File: config.mk
export PLATFORM = sky130hd
export DESIGN_NAME = replay_counter_table
export DESIGN_NICKNAME = d
export VERILOG_FILES = /design/src/hdl/rct_pkg.sv /design/src/hdl/rct_cell.sv /design/src/hdl/replay_counter_table.sv
export SDC_FILE = /design/constraint.sdc
export NUM_CORES = 1
export LEC_CHECK = 0
export CAP_MARGIN = 20
export CORE_UTILIZATION = 40
export DETAILED_ROUTE_END_ITERATION = 10
export DONT_BUFFER_PORTS = 1
export HOLD_SLACK_MARGIN = 0.1
export SKIP_CTS_REPAIR_TIMING = 1
export SLEW_MARGIN = 20
export SYNTH_ARGS = -nofsm -noshare
export SYNTH_HDL_FRONTEND = slang
export SYNTH_SLANG_ARGS = --single-unit
File: constraint.sdc
create_clock -name clk -period 23.4 [get_ports clk]
set_input_delay 0 -clock clk [delete_from_list [all_inputs] [get_ports clk]]
set_output_delay 0 -clock clk [all_outputs]
set_load 0.01 [all_outputs]
File: src/hdl/rct_pkg.sv
// Shared types and constants for the replay counter table.
// Holds the transfer payload structs, the scan token that walks the cell row,
// the table write command and the verdict codes. No dependencies.
`default_nettype none

package rct_pkg;

  // Default number of table entries; the index fields cover up to 64 entries.
  localparam int TABLE_ENTRIES_DEF = 8;
  localparam int IDX_W = 6;

  typedef logic [IDX_W-1:0] idx_t;

  localparam logic FUNC_CHECK = 1'b0;
  localparam logic FUNC_QUERY = 1'b1;

  localparam logic [2:0] V_ADVANCED  = 3'd0;
  localparam logic [2:0] V_REBOOT    = 3'd1;
  localparam logic [2:0] V_REJECTED  = 3'd2;
  localparam logic [2:0] V_UNTRACKED = 3'd3;
  localparam logic [2:0] V_QHIT      = 3'd4;
  localparam logic [2:0] V_QMISS     = 3'd5;

  typedef struct packed {
    logic        func;
    logic [31:0] node_id;
    logic [31:0] boot_value;
    logic [15:0] frame_count;
  } req_t;

  typedef struct packed {
    logic        accepted;
    logic [2:0]  verdict;
    logic [15:0] stored_count;
  } rsp_t;

  // Token that moves one cell per cycle and gathers the lookup result.
  typedef struct packed {
    logic        valid;
    logic        hit;
    idx_t        hit_idx;
    logic [31:0] hit_boot;
    logic [15:0] hit_count;
    logic        free_hit;
    idx_t        free_idx;
  } scan_t;

  // Broadcast write into one entry of the row.
  typedef struct packed {
    logic        en;
    idx_t        idx;
    logic [31:0] node;
    logic [31:0] boot;
    logic [15:0] count;
  } wr_t;

endpackage

`default_nettype wire

File: src/hdl/rct_cell.sv
// One entry of the replay counter table and its stage of the lookup chain.
// Depends on rct_pkg for the scan token and write command types.
`default_nettype none

module rct_cell #(
  parameter int CELL_IDX = 0
) (
  input  wire logic           clk,
  input  wire logic           rst,
  input  wire logic [31:0]    node_id,
  input  wire rct_pkg::scan_t scan_in,
  input  wire rct_pkg::wr_t   wr,
  output rct_pkg::scan_t      scan_out
);

  localparam rct_pkg::idx_t MY_IDX = CELL_IDX[rct_pkg::IDX_W-1:0];

  logic        valid;
  logic [31:0] node;
  logic [31:0] boot;
  logic [15:0] count;

  rct_pkg::scan_t scan_next;

  // The first matching valid entry wins, and the lowest free entry is noted.
  always_comb begin
    scan_next = scan_in;
    if (valid && (node == node_id) && !scan_in.hit) begin
      scan_next.hit       = 1'b1;
      scan_next.hit_idx   = MY_IDX;
      scan_next.hit_boot  = boot;
      scan_next.hit_count = count;
    end
    if (!valid && !scan_in.free_hit) begin
      scan_next.free_hit = 1'b1;
      scan_next.free_idx = MY_IDX;
    end
  end

  always_ff @(posedge clk) begin
    if (rst) begin
      scan_out <= '0;
    end else begin
      scan_out <= scan_next;
    end
  end

  always_ff @(posedge clk) begin
    if (rst) begin
      valid <= 1'b0;
    end else if (wr.en && (wr.idx == MY_IDX)) begin
      valid <= 1'b1;
    end
  end

  always_ff @(posedge clk) begin
    if (wr.en && (wr.idx == MY_IDX)) begin
      node  <= wr.node;
      boot  <= wr.boot;
      count <= wr.count;
    end
  end

endmodule

`default_nettype wire

File: src/hdl/replay_counter_table.sv
// Channel | Direction | Handshake            | Payload
// req     | in        | req_valid, req_stall | rct_pkg::req_t
// rsp     | out       | rsp_valid, rsp_stall | rct_pkg::rsp_t
//
// A request passes the launch register, then one register per cell as the lookup token
// walks the row, then the decide state, where its result and table write are made.
// The next request is taken once the decide cycle has written the table.
// Reset clears all entry valid bits at once; no clearing pass is needed.
// A waiting result holds the decide cycle while rsp_stall is high.
// Depends on rct_pkg and rct_cell.
`default_nettype none

module replay_counter_table #(
  parameter int TABLE_ENTRIES = rct_pkg::TABLE_ENTRIES_DEF
) (
  input  wire logic          clk,
  input  wire logic          rst,
  input  wire logic          req_valid,
  output logic               req_stall,
  input  wire rct_pkg::req_t req,
  output logic               rsp_valid,
  input  wire logic          rsp_stall,
  output rct_pkg::rsp_t      rsp
);

  typedef enum logic [2:0] {
    S_IDLE   = 3'b001,
    S_SCAN   = 3'b010,
    S_DECIDE = 3'b100
  } state_t;

  state_t state, state_next;

  rct_pkg::req_t  req_q;
  logic           start;
  rct_pkg::scan_t chain [0:TABLE_ENTRIES];
  rct_pkg::scan_t tail;
  rct_pkg::wr_t   wr;
  rct_pkg::rsp_t  rsp_next;
  logic           req_take;
  logic           decide_go;

  assign req_stall = (state != S_IDLE);
  assign req_take  = req_valid && !req_stall;
  assign decide_go = (state == S_DECIDE) && (!rsp_valid || !rsp_stall);

  always_comb begin
    chain[0]       = '0;
    chain[0].valid = start;
  end

  for (genvar i = 0; i < TABLE_ENTRIES; i++) begin : g_cell
    rct_cell #(
      .CELL_IDX(i)
    ) u_cell (
      .clk     (clk),
      .rst     (rst),
      .node_id (req_q.node_id),
      .scan_in (chain[i]),
      .wr      (wr),
      .scan_out(chain[i+1])
    );
  end

  always_comb begin
    state_next = state;
    unique case (state)
      S_IDLE:   if (req_take) state_next = S_SCAN;
      S_SCAN:   if (chain[TABLE_ENTRIES].valid) state_next = S_DECIDE;
      S_DECIDE: if (decide_go) state_next = S_IDLE;
      default:  state_next = S_IDLE;
    endcase
  end

  always_ff @(posedge clk) begin
    if (rst) begin
      state <= S_IDLE;
      start <= 1'b0;
    end else begin
      state <= state_next;
      start <= req_take;
    end
  end

  always_ff @(posedge clk) begin
    if (req_take) begin
      req_q <= req;
    end
    if (chain[TABLE_ENTRIES].valid) begin
      tail <= chain[TABLE_ENTRIES];
    end
  end

  // Verdict and table write for the finished lookup.
  always_comb begin
    logic [31:0] eb;
    logic [15:0] ec;
    rsp_next  = '0;
    wr        = '0;
    wr.node   = req_q.node_id;
    eb        = tail.hit_boot;
    ec        = tail.hit_count;
    wr.idx    = tail.hit_idx;
    if (!tail.hit) begin
      eb     = '0;
      ec     = '0;
      wr.idx = tail.free_idx;
    end
    wr.boot  = eb;
    wr.count = ec;
    if (req_q.func == rct_pkg::FUNC_QUERY) begin
      if (tail.hit) begin
        rsp_next.verdict      = rct_pkg::V_QHIT;
        rsp_next.stored_count = tail.hit_count;
      end else begin
        rsp_next.verdict = rct_pkg::V_QMISS;
      end
    end else if (!tail.hit && !tail.free_hit) begin
      rsp_next.accepted = 1'b1;
      rsp_next.verdict  = rct_pkg::V_UNTRACKED;
    end else begin
      // A freshly claimed entry is written even when the packet is rejected.
      wr.en = decide_go && !tail.hit;
      if (req_q.boot_value != eb) begin
        wr.en                 = decide_go;
        wr.boot               = req_q.boot_value;
        wr.count              = req_q.frame_count;
        rsp_next.accepted     = 1'b1;
        rsp_next.verdict      = rct_pkg::V_REBOOT;
        rsp_next.stored_count = req_q.frame_count;
      end else if (req_q.frame_count > ec) begin
        wr.en                 = decide_go;
        wr.count              = req_q.frame_count;
        rsp_next.accepted     = 1'b1;
        rsp_next.verdict      = rct_pkg::V_ADVANCED;
        rsp_next.stored_count = req_q.frame_count;
      end else begin
        rsp_next.verdict      = rct_pkg::V_REJECTED;
        rsp_next.stored_count = ec;
      end
    end
  end

  always_ff @(posedge clk) begin
    if (rst) begin
      rsp_valid <= 1'b0;
    end else if (decide_go) begin
      rsp_valid <= 1'b1;
    end else if (!rsp_stall) begin
      rsp_valid <= 1'b0;
    end
  end

  always_ff @(posedge clk) begin
    if (decide_go) begin
      rsp <= rsp_next;
    end
  end

`ifndef ASSERT_OFF
  a_tail_only_in_scan: assert property (@(posedge clk) disable iff (rst)
    chain[TABLE_ENTRIES].valid |-> (state == S_SCAN))
    else $error("lookup token left the row outside a scan");

  a_query_no_write: assert property (@(posedge clk) disable iff (rst)
    wr.en |-> (req_q.func == rct_pkg::FUNC_CHECK) && (state == S_DECIDE))
    else $error("table written outside the decide cycle of a check");

  a_accept_matches_verdict: assert property (@(posedge clk) disable iff (rst)
    decide_go |=> rsp.accepted == ((rsp.verdict == rct_pkg::V_ADVANCED) ||
                                   (rsp.verdict == rct_pkg::V_REBOOT) ||
                                   (rsp.verdict == rct_pkg::V_UNTRACKED)))
    else $error("accepted flag disagrees with verdict");
`endif

endmodule

`default_nettype wire

== Word level (Yosys, flattened, before mapping) ==
Cells that the tools add are included.
Cells by class
  shift-type cells: 0
  eq/ne operators: 24
  add/subtract/negate cells: 0
  mux-type cells: 41
  $lt $le $gt $ge: 1
  reduce and logical (&&, ||, !) cells: 78
  div/mod/pow operators: 0
  bitwise logic cells: 1
  $mul: 0
Operators with widths (count)
  55-bit two-way mux: 8
  32-bit equality test: 8
  48-bit two-way mux: 2
  16-bit two-way mux: 4
  32-bit two-way mux: 2
  7-bit two-way mux: 8
  1-bit logical AND: 34
  32-bit != test: 1
  2-bit OR reduction: 15
  1-bit zero test: 26
  6-bit by 3-bit equality test with 1-bit output (second input constant): 4
  20-bit two-way mux: 1
  19-bit two-way mux: 1
  18-bit two-way mux: 1
  16-bit greater-than comparator: 1
  6-bit by 2-bit equality test with 1-bit output (second input constant): 2
  3-bit two-way mux: 3
  3-bit one-hot mux with 3 select lines: 1
  1-bit two-way mux: 8
  6-bit by 1-bit equality test with 1-bit output (second input constant): 1
  6-bit zero test: 1
  6-bit two-way mux: 1
  4-bit two-way mux: 1
  2-bit by 1-bit != test with 1-bit output (second input constant): 2
  8 further kinds: 9
Storage, ports and cells
  memories kept: 0
  memory bits (writable): 0
  bits in read-only memories: 0
  register bits: 1320
  bits of input ports: 85
  logic and storage cells: 263
  bits in latches: 0
  output and inout port bits: 22

== Logic depth before layout (Yosys ltp) ==
  depth in word-level cells: 9
  depth in mapped cells: 17
  gate-level depth less buffers: 11

== Modules after synthesis ==
From an unflattened synthesis, not the netlist that was laid out.
Unflattened totals
  cell total of the unflattened synthesis: 3537
  area total of the unflattened synthesis: 49517.5 sq um
Modules (own cells, without submodules)
  rct_cell (g_cell[1].u_cell ...): cells an instance 406, times used 2, area an instance 5360.1 sq um, sequential area each 3683.5 sq um
  rct_cell (g_cell[5].u_cell ...): cells an instance 337, times used 2, area an instance 5053.6 sq um, sequential area each 3683.5 sq um
  replay_counter_table: cells an instance 507, times used 1, area an instance 7438.4 sq um, sequential area each 4994.8 sq um
  rct_cell (g_cell[7].u_cell): cells an instance 388, times used 1, area an instance 5512.8 sq um, sequential area each 3683.5 sq um
  rct_cell (g_cell[4].u_cell): cells an instance 406, times used 1, area an instance 5358.9 sq um, sequential area each 3683.5 sq um
  rct_cell (g_cell[0].u_cell): cells an instance 412, times used 1, area an instance 5327.6 sq um, sequential area each 3683.5 sq um
  rct_cell (g_cell[3].u_cell): cells an instance 338, times used 1, area an instance 5052.3 sq um, sequential area each 3683.5 sq um

== Worst setup path before layout ==
No wires, ideal clock.
  kind: register -> register
  start point: register tail[61] (netlist name)
  end point: register g_cell[1].u_cell.boot[0], enable pin
  setup slack: 14.135 ns
  setup time: 0.616 ns
  buffers on the path: 6
  data arrival time: 8.649 ns
  data required time: 22.784 ns
  period minus slack after synthesis: 9.265 ns
  cell stages (with the launch flop): 16
  cells stage by stage: edfxtp_1 -> buf_2 -> clkbuf_1 -> clkbuf_1 -> clkbuf_1 -> clkbuf_1 -> nand2_1 -> ha_1 -> nand4_1 -> nor3_1 -> o31ai_1 -> a22o_1 -> nand2b_4 -> clkbuf_1 -> a21oi_1 -> nor3_1
On the way
  word-level cells in the longest chain between the ends: 7
  elaborated cells on any way between the ends: 14
  those cells by class: order compare (1); eq/ne (2); mux (7); reduce/logical (4)
RTL lines
  start: declaration: line replay_counter_table.sv:37  | rct_pkg::scan_t tail;
  start signal: assignment: line replay_counter_table.sv:90  | tail <= chain[TABLE_ENTRIES];
  16-bit two-way mux / 1-bit zero test (equally long branches): line replay_counter_table.sv:104, replay_counter_table.sv:118, replay_counter_table.sv:123
  16-bit greater-than comparator / 1-bit logical AND (equally long branches): line replay_counter_table.sv:131, replay_counter_table.sv:123
  1-bit two-way mux: line replay_counter_table.sv:131  | end else if (req_q.frame_count > ec) begin
  1-bit two-way mux: line replay_counter_table.sv:124  | if (req_q.boot_value != eb) begin
  1-bit two-way mux: line replay_counter_table.sv:118  | end else if (!tail.hit && !tail.free_hit) begin
  1-bit two-way mux: line replay_counter_table.sv:111  | if (req_q.func == rct_pkg::FUNC_QUERY) begin
  1-bit logical AND *: line rct_cell.sv:57  | if (wr.en && (wr.idx == MY_IDX)) begin
  end signal: assignment: line rct_cell.sv:59  | boot <= wr.boot;
  end: declaration: line rct_cell.sv:20  | logic [31:0] boot;
Every way passes the cells marked *; elsewhere a longest branch is shown, timed or not.
A chain may end at the register's enable or synchronous reset.

== Final worst setup path ==
  start point: register tail[61] (netlist name)
  end point: register g_cell[0].u_cell.node[6], enable pin
On the way
  word-level cells in the longest chain between the ends: 7
  elaborated cells on any way between the ends: 14
  those cells by class: order compare (1); eq/ne (1); mux (7); reduce/logical (5)
RTL lines
  16-bit two-way mux / 1-bit zero test (equally long branches): line replay_counter_table.sv:104, replay_counter_table.sv:118, replay_counter_table.sv:123
  16-bit greater-than comparator / 1-bit logical AND (equally long branches): line replay_counter_table.sv:131, replay_counter_table.sv:123
  1-bit two-way mux: line replay_counter_table.sv:131
  1-bit two-way mux: line replay_counter_table.sv:124
  1-bit two-way mux: line replay_counter_table.sv:118
  1-bit two-way mux: line replay_counter_table.sv:111
  1-bit logical AND *: line rct_cell.sv:57
  end signal: assignment: line rct_cell.sv:58  | node <= wr.node;
  end: declaration: line rct_cell.sv:19  | logic [31:0] node;
Marks and branches as above.

==> results.md <==
Status:
- The flow ran to the end, but the final reports show violations.
- The final reports fail on hold timing, slew limit.

Setup path:
- By startpoint and endpoint, the worst setup path is classified as reg2reg.
- The minimum setup slack among reg-to-reg paths is 18.37 ns.
- The kind of start point of the critical path is a flop.
- The worst path arrival time is 5.43 ns.
- STA puts the critical path data required time at 23.79 ns.
- STA classifies the critical path endpoint as a flop.
- The largest fanout on the critical path is 73.

Global routing:
- The pin count of the biggest net entering global routing is 408.
- The initial antenna violation count is 0.
- For this run, global-route usage on met3 was measured as 3.85%.
- The overall overflow remaining after global route is 0.
- Global routing used 24.1% of the available met1 tracks.
- The via count of the first global-routing pass is 23300.
- Global routing used 27.3% of the available met2 tracks.
- The layer flagged by global routing as most heavily used is met2.
- Across every metal layer, demand over resource in global routing totals 17.4%.
- The wire length of the first global-routing pass is 147000 µm.

Die:
- The floorplan step defined a die boundary enclosing 114000 µm².
- In this run the core area contains 122 standard-cell rows.
- The die is 337 µm wide.
- The initial core utilization is 40.5%.
- Pin placement for this block handled 107 I/O pins.
- In this run the vertical extent of the chip is 337 µm.
- The core region is 111000 µm².

Synth:
- The synthesized netlist occupies a cell area of 44900 µm².
- The number of instances in the synthesized netlist is 2989.
- Synthesis inferred 1252 register bits.
- The number of warnings reported in the yosys synthesis log is 0.
- The most instantiated flip-flop cell in the synthesis netlist is sky130_fd_sc_hd__edfxtp_1.
- After synthesis, the netlist uses 62 different library cells.
- The portion of synthesized area spent on multiplexers is 8.14%.
- When the netlist entered floorplanning its net count stood at 3090.
- The per-instance average area after synthesis is 15.0 µm².
- The simple-gate share of the synthesized area is 7.71%.
- After synthesis, flip-flops and latches occupy 73.6% of the total area.
- By area, the combinational part of the netlist is dominated by multiplexers.
- The synthesized design contains 797 enable-type register cells.
- The async set-reset flop share out of synthesis is 0%.
- The area share of xor/xnor cells in the synthesized design is 5.19%.
- The share of synthesized cell area in full adder, half adder and majority cells is 0.446%.
- The compound-gate portion of the synthesized area is 2.87%.

Power and ir drop:
- The completed layout was analyzed and its total power is 4.53 mW.
- The static power due to leakage is 18.9 nW.
- The power density normalized to cell area is 86.5 nW/µm².
- The peak supply drop is 0.0687 mV.

Timing:
- The hold slack is -0.115 ns.
- The post-route clock skew is 0.0247 ns.
- The worst pin sits at a relative slew slack of -56.9%.
- At the pin with the least slew margin, the transition time is 2.35 ns.
- After routing, the total negative slack on setup checks comes to 0 ns.
- Of the available clock period, the critical path in the final layout requires 21.5%.
- The worst path in the final design needs a cycle of 5.03 ns, including I/O delays and setup.
- Setup violations remaining at the end of the flow were counted as 0.
- The final-report hold violation count is 60.
- Timing would allow up to 199 MHz.
- Setup repair after global routing left no endpoint under its margin.
- The count of pins over their slew limit is 312.

Layout:
- After filler insertion, the fill cell instance count of the layout stands at 9597.
- The fraction of layout cells with a size suffix above 1 is 8.92%.
- The library cells used most frequently in the layout, excluding fill and tap cells, are sky130_fd_sc_hd__edfxtp_1 (797), sky130_fd_sc_hd__dfxtp_1 (454), sky130_fd_sc_hd__nor2_1 (401).
- Compared with the post-synthesis result, the final layout area differs by 16.8%.
- The most common library cell in the layout ignoring fill and taps is sky130_fd_sc_hd__edfxtp_1.
- The number of nets in the layout is 3302.

Drt:
- The overall via count from detail_route is 23900.
- The total wirelength of the detailed-routed design is 99100 µm.
- The routed wirelength normalized by instance count is 20.7 µm.
- The number of design-rule violations left by the first detailed-router iteration is 1633.
- The via-per-instance ratio is 4.98.
- The post-detailed-route DRC marker count is 0.
- The detailed-router iteration count before antenna repair is 5.
- The detail route stage leaves a number of antenna-violating nets equal to 0.

CTS:
- In this run, CTS created clock tree buffers numbering 132.
- The clock network latency to the later pin of the worst-skew pair is 0.73 ns.
- The CTS tree is yes.
- Clock-pin slew was measured on the worst setup and hold paths at 0.06 ns.
- The CTS sink count is 1252.
- The maximum buffer depth of the clock tree is 3.
- The buffer cell driving the clock tree root is sky130_fd_sc_hd__clkbuf_16.
- In this run the number of H-tree levels came out at 4.

Run:
- Max-cap violations in this run came to 0.

Place:
- Summed over all nets, the half-perimeter wirelength after detailed placement is 54700 µm.
- The port buffer count is 0.
- The routability-driven placement congestion ratio is 0.800.

Worst hold path:
- The class of the tightest hold or removal check is in2reg.
[synthesized netlist by cell type (all sizes together) (2+ instances only)]
cell / instances / area share (%)
a221o: 10 / 0.22
and4: 3 / 0.059
o21ai: 13 / 0.14
a31oi: 4 / 0.056
nand2: 38 / 0.32
ha: 16 / 0.45
o31ai: 6 / 0.10
or4: 3 / 0.050
o22ai: 17 / 0.24
nor2: 403 / 3.4
and3b: 2 / 0.039
or3: 2 / 0.028
a21oi: 55 / 0.61
xor2: 139 / 2.7
nor4: 47 / 0.65
o21a: 5 / 0.084
mux2: 26 / 0.65
xnor2: 127 / 2.5
o2bb2ai: 23 / 0.45
mux2i: 336 / 7.5
and4b: 2 / 0.045
nor3: 28 / 0.31
clkbuf: 76 / 0.64
nand3: 34 / 0.38
nand4: 43 / 0.60
edfxtp: 797 / 53
nand3b: 2 / 0.033
nand2b: 11 / 0.19
dfxtp: 455 / 20
inv: 35 / 0.29
a22o: 34 / 0.66
nor2b: 25 / 0.35
a2111oi: 3 / 0.072
buf: 75 / 1.1
and2: 52 / 0.72
nand4b: 17 / 0.33
o211ai: 2 / 0.033
nor3b: 8 / 0.13
[worst paths after layout]
check                                                   start                            end  depth (start not counted)
worst max register to register                       tail[61]       g_cell[0].u_cell.node[6]                         12
worst max-delay path                                 tail[61]       g_cell[0].u_cell.node[6]                         12
worst min-delay path                                      rst  g_cell[7].u_cell.scan_out[17]                          2
worst min register to register  g_cell[7].u_cell.scan_out[15]                       tail[15]                          0
[cell families (layout without fill, tap and decap cells)]
logic type / Yosys count / after routing
muxes: 362 / 362
xor gates and xnor gates: 266 / 266
and+or+nand+nor: 725 / 725
AOI/OAI and AO/OA: 182 / 182
DFF: 1252 / 1252
other: 0 / 1
adders and majority gates: 16 / 16
buffers and inverters: 186 / 505
[metal layers]
metal	part of all wire (%)	routed length (µm)	up-vias
met5	0	0	-
met4	1.9	1870	0
met3	4.7	4630	134
met2	46	45900	503
met1	47	46700	12100
li1	-	-	11200
[power by group]
group / internal, mW / leakage, nW / switching (mW)
logic: 0.0535 / 5.89 / 0.0874
registers: 2.36 / 10.9 / 0.0145
clock network: 1.17 / 2.06 / 0.843
total: 3.59 / 18.9 / 0.945
[layout make-up]
class	count	area, µm²	share of cell area [%]
repair buffers	229	2150	4.11
flip-flops and latches	1252	33000	63.0
multi-input cells	1551	11000	21.1
well taps	1488	1860	3.55
clock inverters	52	443	0.845
clock buffers	189	3740	7.14
diodes	1	2.50	0.00477
inverters	35	131	0.251
[stage by stage]
step           utilization, %  worst slack, ns  instances  instance area (µm²)
2_1_floorplan               -            14.13       2989                44900
3_3_place_gp             41.9            18.52       4388                46600
3_5_place_dp             41.9            18.49       4388                46600
4_1_cts                  45.7            18.43       4629                50700
5_1_grt                  47.2            18.08       4796                52400
6_report                 47.2            18.37       4797                52400
[worst max-delay path: stages, from the launching register on]
cell and delay, ns:
sky130_fd_sc_hd__edfxtp_1 0.32, sky130_fd_sc_hd__buf_4 0.35, sky130_fd_sc_hd__buf_4 0.64, sky130_fd_sc_hd__nand3_1 0.18
sky130_fd_sc_hd__o22ai_1 0.21, sky130_fd_sc_hd__o22ai_1 0.12, sky130_fd_sc_hd__nor4_1 0.40, sky130_fd_sc_hd__nand3_1 0.61
sky130_fd_sc_hd__nand2b_4 0.42, sky130_fd_sc_hd__a21oi_1 0.51, sky130_fd_sc_hd__nor3_2 0.12, sky130_fd_sc_hd__buf_4 0.33
sky130_fd_sc_hd__buf_4 0.39
[flip-flops by register name, summed over array words and instances (netlist names)]
signal,count
req_q,81
g_cell.u_cell.count,128
rsp,20
g_cell.u_cell.valid,8
start,1
g_cell.u_cell.scan_out,442
g_cell.u_cell.node,256
g_cell.u_cell.boot,256
rsp_valid,1
tail,56
state,3
(Power assumes the default switching activity.)
